<file path="config.mk">
export PLATFORM = sky130hd
export DESIGN_NAME = rbq_fifo
export DESIGN_NICKNAME = d
export VERILOG_FILES = /design/src/hw/rtl/rbq_fifo.sv
export SDC_FILE = /design/constraint.sdc
export NUM_CORES = 1
export LEC_CHECK = 0
export BUFFER_PORTS_ARGS = -buffer_cell sky130_fd_sc_hd__buf_2
export CORE_UTILIZATION = 44
export DETAILED_ROUTE_END_ITERATION = 6
export GPL_ROUTABILITY_DRIVEN = 0
export GPL_TIMING_DRIVEN = 0
export PLACE_DENSITY = 0.78
export SLEW_MARGIN = 20
export SYNTH_ARGS = -nofsm -noshare
export SYNTH_HDL_FRONTEND = slang
export SYNTH_SLANG_ARGS = --single-unit
</file>
<file path="constraint.sdc">
create_clock -name clk -period 1.32 [get_ports clk]
set_input_delay 0.066 -clock clk [delete_from_list [all_inputs] [get_ports clk]]
set_output_delay 0.066 -clock clk [all_outputs]
set_load 0.02 [all_outputs]
</file>
<file path="src/hw/rtl/rbq_fifo.sv">
module rbq_fifo #(
  parameter int WIDTH = 8,
  parameter int DEPTH = 2
) (
  input  logic             clk,
  input  logic             rst_n,
  input  logic             push,
  input  logic [WIDTH-1:0] wdata,
  output logic             full,
  input  logic             pop,
  output logic [WIDTH-1:0] rdata,
  output logic             empty
);

  localparam int PTR_W = (DEPTH > 1) ? $clog2(DEPTH) : 1;
  localparam int CNT_W = $clog2(DEPTH + 1);

  logic [WIDTH-1:0] mem_r [DEPTH];
  logic [PTR_W-1:0] wr_ptr_r, wr_ptr_nxt;
  logic [PTR_W-1:0] rd_ptr_r, rd_ptr_nxt;
  logic [CNT_W-1:0] count_r, count_nxt;
  logic             do_push, do_pop;

  assign full    = (count_r == CNT_W'(DEPTH));
  assign empty   = (count_r == '0);
  assign do_push = push && !full;
  assign do_pop  = pop && !empty;
  assign rdata   = mem_r[rd_ptr_r];

  always_comb begin
    wr_ptr_nxt = wr_ptr_r;
    rd_ptr_nxt = rd_ptr_r;
    count_nxt  = count_r;
    if (do_push) begin
      wr_ptr_nxt = (wr_ptr_r == PTR_W'(DEPTH - 1)) ? '0 : wr_ptr_r + 1'b1;
    end
    if (do_pop) begin
      rd_ptr_nxt = (rd_ptr_r == PTR_W'(DEPTH - 1)) ? '0 : rd_ptr_r + 1'b1;
    end
    if (do_push && !do_pop) begin
      count_nxt = count_r + 1'b1;
    end else if (do_pop && !do_push) begin
      count_nxt = count_r - 1'b1;
    end
  end

  always_ff @(posedge clk) begin
    if (!rst_n) begin
      wr_ptr_r <= '0;
      rd_ptr_r <= '0;
      count_r  <= '0;
    end else begin
      wr_ptr_r <= wr_ptr_nxt;
      rd_ptr_r <= rd_ptr_nxt;
      count_r  <= count_nxt;
    end
  end

  always_ff @(posedge clk) begin
    if (do_push) begin
      mem_r[wr_ptr_r] <= wdata;
    end
  end

endmodule

</file>
==> impl_metrics.json, run 1 <==
{
  "status": "finished with violations",
  "violations": "setup timing",
  "switching_share_pct": 31.5,
  "die_height_um": 44.9,
  "crit_chain": "nand2b_4, inv_6, nor2_4, ha_4, or3_1, a21boi_1",
  "grt_max_degree": 12,
  "seqPwrFrac_pct": 40.4,
  "antenna_cells": 0,
  "die_w_um": 44.9,
  "htreeDepth": 1,
  "antenna_found_initial": 0,
  "fin_worst_skew_ns": 0.00514,
  "start_util_pct": 46.9,
  "dp_slack_ns": -0.178,
  "cts_tree": "done",
  "cp_data_arrival_time_ns": 1.67,
  "area_growth_syn_to_layout_pct": 52.9,
  "final_common_cell": "edfxtp_1",
  "setup_slack_ns": -0.140,
  "drc_errors": 0,
  "crit_slowest_cell": "dfxtp_4",
  "p_comb_share_pct": 46.9,
  "setup_violations": 2,
  "final.min_clock_period_ns": 1.46,
  "max_slew_margin_pct": 84.3,
  "finalCritPeriodShare_pct": 111,
  "dp_hpwl_um": 854,
  "drt-initial-drc-count": 9,
  "drv_cap": 0,
  "gr-total-overflow": 0,
  "num_vias": 539,
  "fmax_mhz": 685,
  "layout.nets": 103,
  "synth_cells": 50,
  "core_um2": 1730,
  "required_ns": 1.53,
  "synthesis.nets": 63,
  "ys_warn_count": 0,
  "row_count": 15,
  "grtUsageMet3_pct": 4.80,
  "ir_drop_v": 0.00103,
  "rsz0062_at_grt": "yes",
  "p_leak_uw": 0.000502,
  "grt.total_usage_pct": 15.9,
  "layout_common_cells": "edfxtp_1, buf_2, mux2_4, dlygate4sd3_1, buf_6",
  "intPower_uw": 1580,
  "tightest_slew_ns": 0.236,
  "synth_seq_cells": 21,
  "numPlacedInstances": 96,
  "grt_busiest_layer": "met2",
  "fin_cells": 114,
  "firstDrtPassIters": 4,
  "hold_viol": 0,
  "critPathKind": "reg -> reg",
  "grt_pass1_vias": 481,
  "cts_root_buf": "clkbuf_4",
  "clockBufferDepth": 2,
  "worstPathMaxFanout": 4,
  "cpPeakStageDelay_ns": 0.38,
  "slew_violations": 0,
  "port-buffer-count": 21,
  "end_kind": "register",
  "clock_latency_ns": 0.29,
  "clock-sinks": 21,
  "ys_types": 20,
  "power_switching_uw": 726,
  "syn_avg_cell_area_um2": 16.2,
  "power_density_nw_per_um2": 1860,
  "wirelength_mm": 1.44,
  "clockPowerShare_pct": 12.6,
  "grt_pass1_wl_mm": 2.10,
  "grtUsageMet1_pct": 16.8,
  "cp_top_family": "simple AND/OR/NAND/NOR gates",
  "start_kind": "register",
  "wl_per_cell_um": 12.6,
  "ant_nets": 0,
  "ios": 22,
  "die-area_um2": 2020,
  "ys_seq_area_share_pct": 71.7,
  "cts_made_buffers": 3,
  "viasPerCell": 4.73,
  "worst-path-buf-inv": 1,
  "min_path_type": "in -> reg",
  "setup_tns_ns": -0.179,
  "drive_gt1_share_pct": 55.1,
  "clk_pin_slew_ns": 0.11,
  "synth.cell_area_um2": 810,
  "gr-usage-met2_pct": 27.9
}
[per-layer routing]
| layer | wire length [um] | part of all wire [%] | up-vias |
|---|---|---|---|
| li1 | - | - | 262 |
| met1 | 579 | 40 | 257 |
| met2 | 776 | 54 | 18 |
| met3 | 65 | 4.5 | 2 |
| met4 | 14 | 0.97 | 0 |
| met5 | 0 | 0 | - |
[flip-flops by register name (all words and copies together), names as in the netlist, named ones only]
| signal | cells |
|---|---|
| wr_ptr_r | 1 |
| count_r | 2 |
| rd_ptr_r | 1 |
| mem_r | 16 |
[path summary, 6_finish.rpt]
check / depth (start not counted) / start / end / slack [ns]
worst min-delay path: 2 / rst_n / wr_ptr_r$_SDFFE_PN0N_ / 0.04
worst min register to register: 2 / count_r[1]$_SDFFE_PN0P_ / count_r[1]$_SDFFE_PN0P_ / 0.57
worst max register to register: 6 / count_r[0]$_SDFFE_PN0P_ / count_r[1]$_SDFFE_PN0P_ / -0.14
worst max-delay path: 6 / count_r[0]$_SDFFE_PN0P_ / count_r[1]$_SDFFE_PN0P_ / -0.14
[final cells by class]
type | count | area, um^2
plain buffers | 1 | 15.0
clock buffers | 4 | 26.3
fillers | 121 | 489
inverters | 2 | 12.5
multi-input cells | 26 | 285
flip-flops and latches | 21 | 587
well taps | 25 | 31.3
repair buffers | 35 | 280
[through the flow]
stage	utilization [%]	power [uW]	instance area [um^2]	hold slack (ns)
3_3_place_gp	55.9	1620	965	0.254
5_1_grt	71.7	2430	1240	0.0210
6_report	71.7	2300	1240	0.0368
3_5_place_dp	55.9	1640	965	0.260
2_1_floorplan	-	1450	828	0.165
4_1_cts	67.7	2160	1170	0.0320
[what timing repair did]
item / CTS / global route
gates resized for setup: 22 / 13
setup endpoints to repair: 19 / 17
endpoints found under the hold margin: 16 / 0
pin swaps: 2 / 4
buffers inserted: 3 / 3
hold buffers: 8 / 0
[synth_stat cells, drive strengths merged]
| library cell | n | area share, % |
|---|---|---|
| o21a | 1 | 0.93 |
| or3 | 1 | 0.77 |
| and2 | 3 | 2.3 |
| a21boi | 2 | 1.9 |
| dfxtp | 5 | 12 |
| buf | 1 | 0.62 |
| nor3 | 1 | 1.2 |
| mux2 | 8 | 11 |
| and3 | 1 | 0.77 |
| xnor2 | 2 | 2.2 |
| inv | 2 | 0.93 |
| xor2 | 1 | 1.1 |
| o21ai | 2 | 1.2 |
| nand2b | 1 | 0.77 |
| edfxtp | 16 | 59 |
| nor2 | 2 | 0.93 |
| ha | 1 | 1.5 |
[logic make-up after synthesis]
| kind of cell | share of synthesized area [%] |
|---|---|
| fa+ha+maj | 1.55 |
| mux | 11.1 |
| simple gates | 6.80 |
| buf+inv | 1.54 |
| xor+xnor | 3.25 |
| compound gates | 4.02 |
| flops | 71.7 |
[power groups by stage]
| stage | logic [uW] | clock network, uW | registers (uW) |
|---|---|---|---|
| finish | 1080 | 291 | 931 |
| global route | 1160 | 330 | 949 |
| CTS | 934 | 299 | 927 |
| detailed placement | 714 | 0 | 927 |
| global placement | 697 | 0 | 920 |
| floorplan | 541 | 0 | 912 |
No activity file was read; power rests on OpenSTA's default activity.
==> run 2, diff against run 1 <==
--- a/config.mk
+++ b/config.mk
@@ -5,12 +5,15 @@
 export SDC_FILE = /design/constraint.sdc
 export NUM_CORES = 1
 export LEC_CHECK = 0
+export ABC_AREA = 1
 export BUFFER_PORTS_ARGS = -buffer_cell sky130_fd_sc_hd__buf_2
-export CORE_UTILIZATION = 44
+export CORE_MARGIN = 1
+export CORE_UTILIZATION = 45
+export CTS_BUF_LIST = sky130_fd_sc_hd__clkbuf_8
 export DETAILED_ROUTE_END_ITERATION = 6
 export GPL_ROUTABILITY_DRIVEN = 0
 export GPL_TIMING_DRIVEN = 0
-export PLACE_DENSITY = 0.78
+export PLACE_DENSITY = 0.8
 export SLEW_MARGIN = 20
 export SYNTH_ARGS = -nofsm -noshare
 export SYNTH_HDL_FRONTEND = slang
==> run 2 against run 1 <==
The flow now finishes without violations. Combinational power fell by 24%. First-iteration DRC count is 22% lower. Worst hold slack improved by 0.029 ns. Critical path type is now reg -> out. Utilization decreased by 4.6 points. Count of clock-buffer cells in the layout shrank 1. Highest routed layer unchanged.
==> impl_metrics.json, run 2 <==
{
  "seqPwrFrac_pct": 43.0,
  "num_vias": 560,
  "reg_top3": "mem_r: 16 flops, count_r: 2 flops",
  "row_count": 15,
  "wl_per_cell_um": 11.5,
  "port-buffer-count": 21,
  "p_comb_share_pct": 38.3,
  "synthTopCellsByCount": "edfxtp_1, nor2_1, inv_1, mux2_2, nand2_1",
  "synth_top_family_by_area": "multiplexers",
  "final.min_clock_period_ns": 1.27,
  "synth.top_cells.by_area": "edfxtp_1, dfxtp_1, mux2_2",
  "synthMuxAreaShare_pct": 10.9,
  "worstHoldStart": "rst_n",
  "htreeDepth": 1,
  "cp_data_arrival_time_ns": 1.20,
  "numPlacedInstances": 109,
  "drt-initial-drc-count": 7,
  "p_leak_uw": 0.000475,
  "ys_seq_area_share_pct": 70.5,
  "synth_most_common_cell": "edfxtp_1",
  "drv_cap": 0,
  "largest_register_ffs": 16,
  "firstDrtPassIters": 4,
  "wirelength_mm": 1.42,
  "clockBufferDepth": 2,
  "antenna_cells": 0,
  "synth_edf_count": 16,
  "drc_errors": 0,
  "start_kind": "register",
  "clk_pin_slew_ns": 0.07,
  "cts_root_buf": "clkbuf_8",
  "rsz0062_at_grt": "yes",
  "syn_avg_cell_area_um2": 13.1,
  "synth_seq_cells": 21,
  "synth_top_cell_by_area": "edfxtp_1",
  "end_kind": "output pin",
  "grt.total_usage_pct": 15.7,
  "core_um2": 1730,
  "grt_pass1_vias": 537,
  "clockPowerShare_pct": 18.7,
  "fmax_mhz": 788,
  "finalCritPeriodShare_pct": 96.2,
  "layout.nets": 112,
  "async_flop_share_pct": 0,
  "max_slew_margin_pct": 70.4,
  "ys_types": 15,
  "die_w_um": 44.8,
  "r2r.worst_path.cells": 7,
  "status": "completed",
  "die-area_um2": 2000,
  "final_common_cell": "buf_2",
  "area_growth_syn_to_layout_pct": 40.6,
  "intPower_uw": 1420,
  "drive_gt1_share_pct": 51.0,
  "hold_depth": 3,
  "yosys.area.top_type_share_pct": 58.4,
  "regMostFlops": "mem_r",
  "synth_xor_area_share_pct": 0,
  "fin_worst_skew_ns": 0.00124,
  "grt_max_degree": 12,
  "fin_cells": 123,
  "ff2ff_setup_slack_ns": 0.06,
  "switching_share_pct": 34.2,
  "cts_made_buffers": 3,
  "min_path_type": "in -> reg",
  "antenna_found_initial": 0,
  "yosys.area_share.adder_pct": 1.52,
  "worstPathMaxFanout": 8,
  "synth.cell_area_um2": 823,
  "dp_hpwl_um": 957,
  "layout_common_cells": "buf_2, edfxtp_1, mux2_2, dlygate4sd3_1, nor2_1",
  "synth_compound_area_share_pct": 2.89,
  "grt_pass1_wl_mm": 2.10,
  "setup_tns_ns": 0,
  "synthFlopType": "edfxtp_1",
  "synthesis.nets": 76,
  "die_height_um": 44.8,
  "cts_tree": "done",
  "slew_violations": 0,
  "synthSimpleGateAreaFrac_pct": 9.42,
  "gr-total-overflow": 0,
  "required_ns": 1.25,
  "clock_latency_ns": 0.25,
  "setup_violations": 0,
  "hold_viol": 0,
  "fillers": 138,
  "clock-sinks": 21,
  "synth_cells": 63,
  "tightest_slew_ns": 0.443,
  "r2r-start": "count_r[0]$_SDFFE_PN0P_",
  "power_switching_uw": 735,
  "hold_end": "count_r[1]$_SDFFE_PN0P_",
  "viasPerCell": 4.55,
  "critPathKind": "reg -> out",
  "start_util_pct": 47.7,
  "ir_drop_v": 0.000938,
  "r2r-end": "count_r[1]$_SDFFE_PN0P_",
  "power_density_nw_per_um2": 1860,
  "ant_nets": 0,
  "ios": 22,
  "ys_warn_count": 0
}
==> run 2: cell types whose count changed after synthesis, moves of 2 or more <==
| cell | delta |
|---|---|
| nor2_1 | +8 |
| inv_1 | +7 |
| nand2_1 | +6 |
| and2_1 | -3 |
| xnor2_1 | -2 |
==> run 2: how the worst max path moves through the flow <==
| stage | slack (ns) | to | cells after the start |
|---|---|---|---|
| after detailed placement | -0.15 | mem_r[1][5]$_DFFE_PP_ | 3 |
| final | 0.05 | rdata[6] | 3 |
| after CTS | -0.01 | count_r[1]$_SDFFE_PN0P_ | 9 |
| after global placement | -0.08 | mem_r[1][5]$_DFFE_PP_ | 3 |
| after floorplan | 0.04 | count_r[1]$_SDFFE_PN0P_ | 9 |
| after global routing | -0.004 | count_r[1]$_SDFFE_PN0P_ | 7 |
==> run 2: per-stage QoR <==
| stage | hold WS (ns) | worst slack [ns] | util, % | cell area [um^2] | power [uW] |
|---|---|---|---|---|---|
| 6_report | 0.0657 | 0.0502 | 67.0 | 1160 | 2150 |
| 5_1_grt | 0.0808 | -0.00420 | 67.0 | 1160 | 2270 |
| 4_1_cts | 0.000737 | -0.0131 | 65.1 | 1120 | 2100 |
| 3_5_place_dp | 0.259 | -0.149 | 55.8 | 963 | 1580 |
| 3_3_place_gp | 0.255 | -0.0761 | 55.8 | 963 | 1540 |
| 2_1_floorplan | 0.165 | 0.0379 | - | 827 | 1390 |
==> run 2: layout make-up <==
cell class / count / area [um^2] / share of cell area, %
Sequential cell: 21 / 587 / 50.7
Buffer: 1 / 11.3 / 0.973
Timing Repair Buffer: 31 / 203 / 17.5
Multi-Input combinational cell: 32 / 246 / 21.3
Inverter: 9 / 33.8 / 2.92
Clock inverter: 1 / 3.75 / 0.324
Tap cell: 25 / 31.3 / 2.70
Clock buffer: 3 / 41.3 / 3.57
==> run 2: logic make-up (layout without fill, tap and decap cells) <==
logic type,Yosys count,after routing
compound gates,4,4
buf+inv,10,45
flops,21,21
fa+ha+maj,1,1
simple gates,19,19
mux,8,8
==> run 2: timing repair <==
action / CTS / global route
pin swaps: 1 / 5
endpoints found under the hold margin: 14 / 2
resized for setup: 10 / 8
hold buffers: 7 / 1
setup endpoints to repair: 26 / 10
buffers inserted: 2 / 0
==> run 2: critical path: stages, from the launching register on <==
cell and delay [ns]:
dfxtp_2 0.32, buf_6 0.12, mux2_2 0.34, buf_4 0.16
==> run 2: metal layers <==
metal	track usage (%)	share of wire, %	vias to the layer above
li1	-	-	282
met1	15.0	38	257
met2	29.1	55	17
met3	4.00	4.6	4
met4	10.9	2.2	0
met5	0	0	-
==> run 2: power groups by stage <==
stage          Sequential, uW  Clock (uW)  Combinational [uW]
4_1_cts                   913         412                 780
3_5_place_dp              923           0                 656
2_1_floorplan             908           0                 484
5_1_grt                   937         434                 902
6_report                  925         403                 823
3_3_place_gp              914           0                 630
==> run 3, diff against run 2 <==
--- a/config.mk
+++ b/config.mk
@@ -6,6 +6,7 @@
 export NUM_CORES = 1
 export LEC_CHECK = 0
 export ABC_AREA = 1
+export ABC_CLOCK_PERIOD_IN_PS = 1320
 export BUFFER_PORTS_ARGS = -buffer_cell sky130_fd_sc_hd__buf_2
 export CORE_MARGIN = 1
 export CORE_UTILIZATION = 45
==> constraint.sdc (replaced) <==
create_clock -name clk -period 1.32 [get_ports clk]
set_input_delay 0.264 -clock clk [delete_from_list [all_inputs] [get_ports clk]]
set_output_delay 0.264 -clock clk [all_outputs]
set_load 0.02 [all_outputs]
==> run 3 against run 2 <==
Critical endpoint unchanged. Worst hold slack better by 0.13 ns. Sequential cell count unchanged. The flow now finishes with violations (setup timing). Via count down 0.18%. Clock power is essentially flat. Sequential power increased by 0.9%. Sequential share of layout area shrank 0.055 points. Worst setup slack worse by 0.17 ns. First-iteration DRC count is 14% higher. Critical path depth unchanged. Register-to-register slack is essentially flat. Utilization rose by 0.072 points. Largest power group is now combinational cells.
==> impl_metrics.json, run 3 (synthesis results as in run 2) <==
{
  "cp_data_arrival_time_ns": 1.18,
  "seqPwrFrac_pct": 40.6,
  "critPathKind": "reg -> out",
  "clk_pin_slew_ns": 0.07,
  "ir_drop_v": 0.000979,
  "power_density_nw_per_um2": 1980,
  "violations": "setup timing",
  "r2r.worst_path.cells": 10,
  "hold_viol": 0,
  "drive_gt1_share_pct": 55.6,
  "area_growth_syn_to_layout_pct": 40.7,
  "start_util_pct": 47.7,
  "row_count": 15,
  "fillers": 138,
  "drc_errors": 0,
  "ios": 22,
  "finalCritPeriodShare_pct": 109,
  "fmax_mhz": 694,
  "htreeDepth": 1,
  "cts_root_buf": "clkbuf_8",
  "die-area_um2": 2000,
  "switching_share_pct": 33.6,
  "power_switching_uw": 772,
  "firstDrtPassIters": 4,
  "clockPowerShare_pct": 17.5,
  "die_height_um": 44.8,
  "grt.total_usage_pct": 15.5,
  "clock-sinks": 21,
  "grt_max_degree": 12,
  "port-buffer-count": 21,
  "grt_pass1_wl_mm": 2.06,
  "ff2ff_setup_slack_ns": 0.07,
  "antenna_found_initial": 0,
  "p_total_uw": 2300,
  "end_kind": "output pin",
  "antenna_cells": 0,
  "die_w_um": 44.8,
  "endpoint": "rdata[6]",
  "largest_register_ffs": 16,
  "rsz0062_at_grt": "yes",
  "p_leak_uw": 0.000487,
  "intPower_uw": 1520,
  "seqCellArea_um2": 587,
  "setup_violations": 8,
  "cts_made_buffers": 3,
  "required_ns": 1.06,
  "tightest_slew_ns": 0.449,
  "final.min_clock_period_ns": 1.44,
  "fin_worst_skew_ns": 0.00238,
  "max_slew_margin_pct": 70.1,
  "p_comb_share_pct": 41.9,
  "layout.nets": 104,
  "final_common_cell": "edfxtp_1",
  "r2r-start": "count_r[1]$_SDFFE_PN0P_",
  "slew_violations": 0,
  "worstPathMaxFanout": 8,
  "multi_input_area_um2": 277,
  "clockBufferDepth": 2,
  "viasPerCell": 4.86,
  "gr-total-overflow": 0,
  "regMostFlops": "mem_r",
  "layout_common_cells": "edfxtp_1, buf_2, mux2_4, buf_6, nor2_1",
  "r2r-end": "count_r[1]$_SDFFE_PN0P_",
  "cts_tree": "done",
  "reg_top3": "mem_r: 16 flops, count_r: 2 flops",
  "dp_hpwl_um": 957,
  "clock_latency_ns": 0.26,
  "wl_per_cell_um": 12.7,
  "status": "finished with violations",
  "min_path_type": "in -> reg",
  "start_kind": "register",
  "fin_util_pct": 67.1,
  "dp_slack_ns": -0.149,
  "setup_slack_ns": -0.121,
  "ant_nets": 0,
  "drv_cap": 0,
  "drt-initial-drc-count": 8,
  "hold_buffers": 0,
  "num_vias": 559,
  "core_um2": 1730,
  "wirelength_mm": 1.46,
  "grt_pass1_vias": 526
}
==> run 3: changes by cell type in the layout (fill, tap and decap cells not counted) <==
cell / delta
mux2_2: -8
dlygate4sd3_1: -8
buf_6: +7
buf_8: +1
mux2_4: +8
buf_4: -1
buf_2: -7
==> run 3: area by class of cell <==
class	count	area share (%)
Timing Repair Buffer	23	14.7
Tap cell	25	2.70
Clock inverter	1	0.324
Clock buffer	3	3.56
Buffer	1	1.30
Inverter	9	2.92
Multi-Input combinational cell	32	23.9
Sequential cell	21	50.6
==> run 3: power by group through the flow <==
| stage | Clock, uW | Sequential (uW) | Combinational, uW |
|---|---|---|---|
| 5_1_grt | 434 | 943 | 1040 |
| 6_report | 402 | 933 | 961 |
| 3_3_place_gp | 0 | 914 | 630 |
| 3_5_place_dp | 0 | 923 | 656 |
| 4_1_cts | 412 | 917 | 873 |
| 2_1_floorplan | 0 | 908 | 484 |
==> run 3: timing repair <==
action,CTS,global route
gates resized for setup,29,13
pin swaps,1,7
hold endpoints to repair,0,0
setup endpoints to repair,26,11
buffers inserted,2,0
==> run 3: metrics by stage <==
step	instances	TNS [ns]	hold WS [ns]	area, um^2
after global placement	109	-1.22	0.453	963
after CTS	115	-1.08	0.188	1110
after global routing	115	-1.21	0.184	1160
final	115	-0.909	0.194	1160
after floorplan	63	0	0.363	827
after detailed placement	109	-2.21	0.457	963
==> run 3: critical path, cell delays in order, from the launching register on <==
cell	delay [ns]
dfxtp_2	0.33
buf_8	0.14
mux2_4	0.31
buf_6	0.13
==> run 3: worst min path at each step <==
| stage | depth (start not counted) | slack [ns] | end | from |
|---|---|---|---|---|
| 2_1_floorplan | 0 | 0.36 | mem_r[0][0]$_DFFE_PP_ | wdata[0] |
| 3_3_place_gp | 1 | 0.45 | mem_r[0][7]$_DFFE_PP_ | wdata[7] |
| 3_5_place_dp | 1 | 0.46 | mem_r[0][5]$_DFFE_PP_ | wdata[5] |
| 4_1_cts | 1 | 0.19 | mem_r[1][5]$_DFFE_PP_ | wdata[5] |
| 5_1_grt | 1 | 0.18 | mem_r[0][3]$_DFFE_PP_ | wdata[3] |
| 6_report | 1 | 0.19 | mem_r[1][1]$_DFFE_PP_ | wdata[1] |
==> run 3: per-layer routing <==
layer,vias up,part of all wire (%),track usage (%)
met4,0,3.2,10.9
met3,7,5.7,4.40
li1,267,-,-
met1,263,36,13.7
met5,-,0,0
met2,22,55,29.4
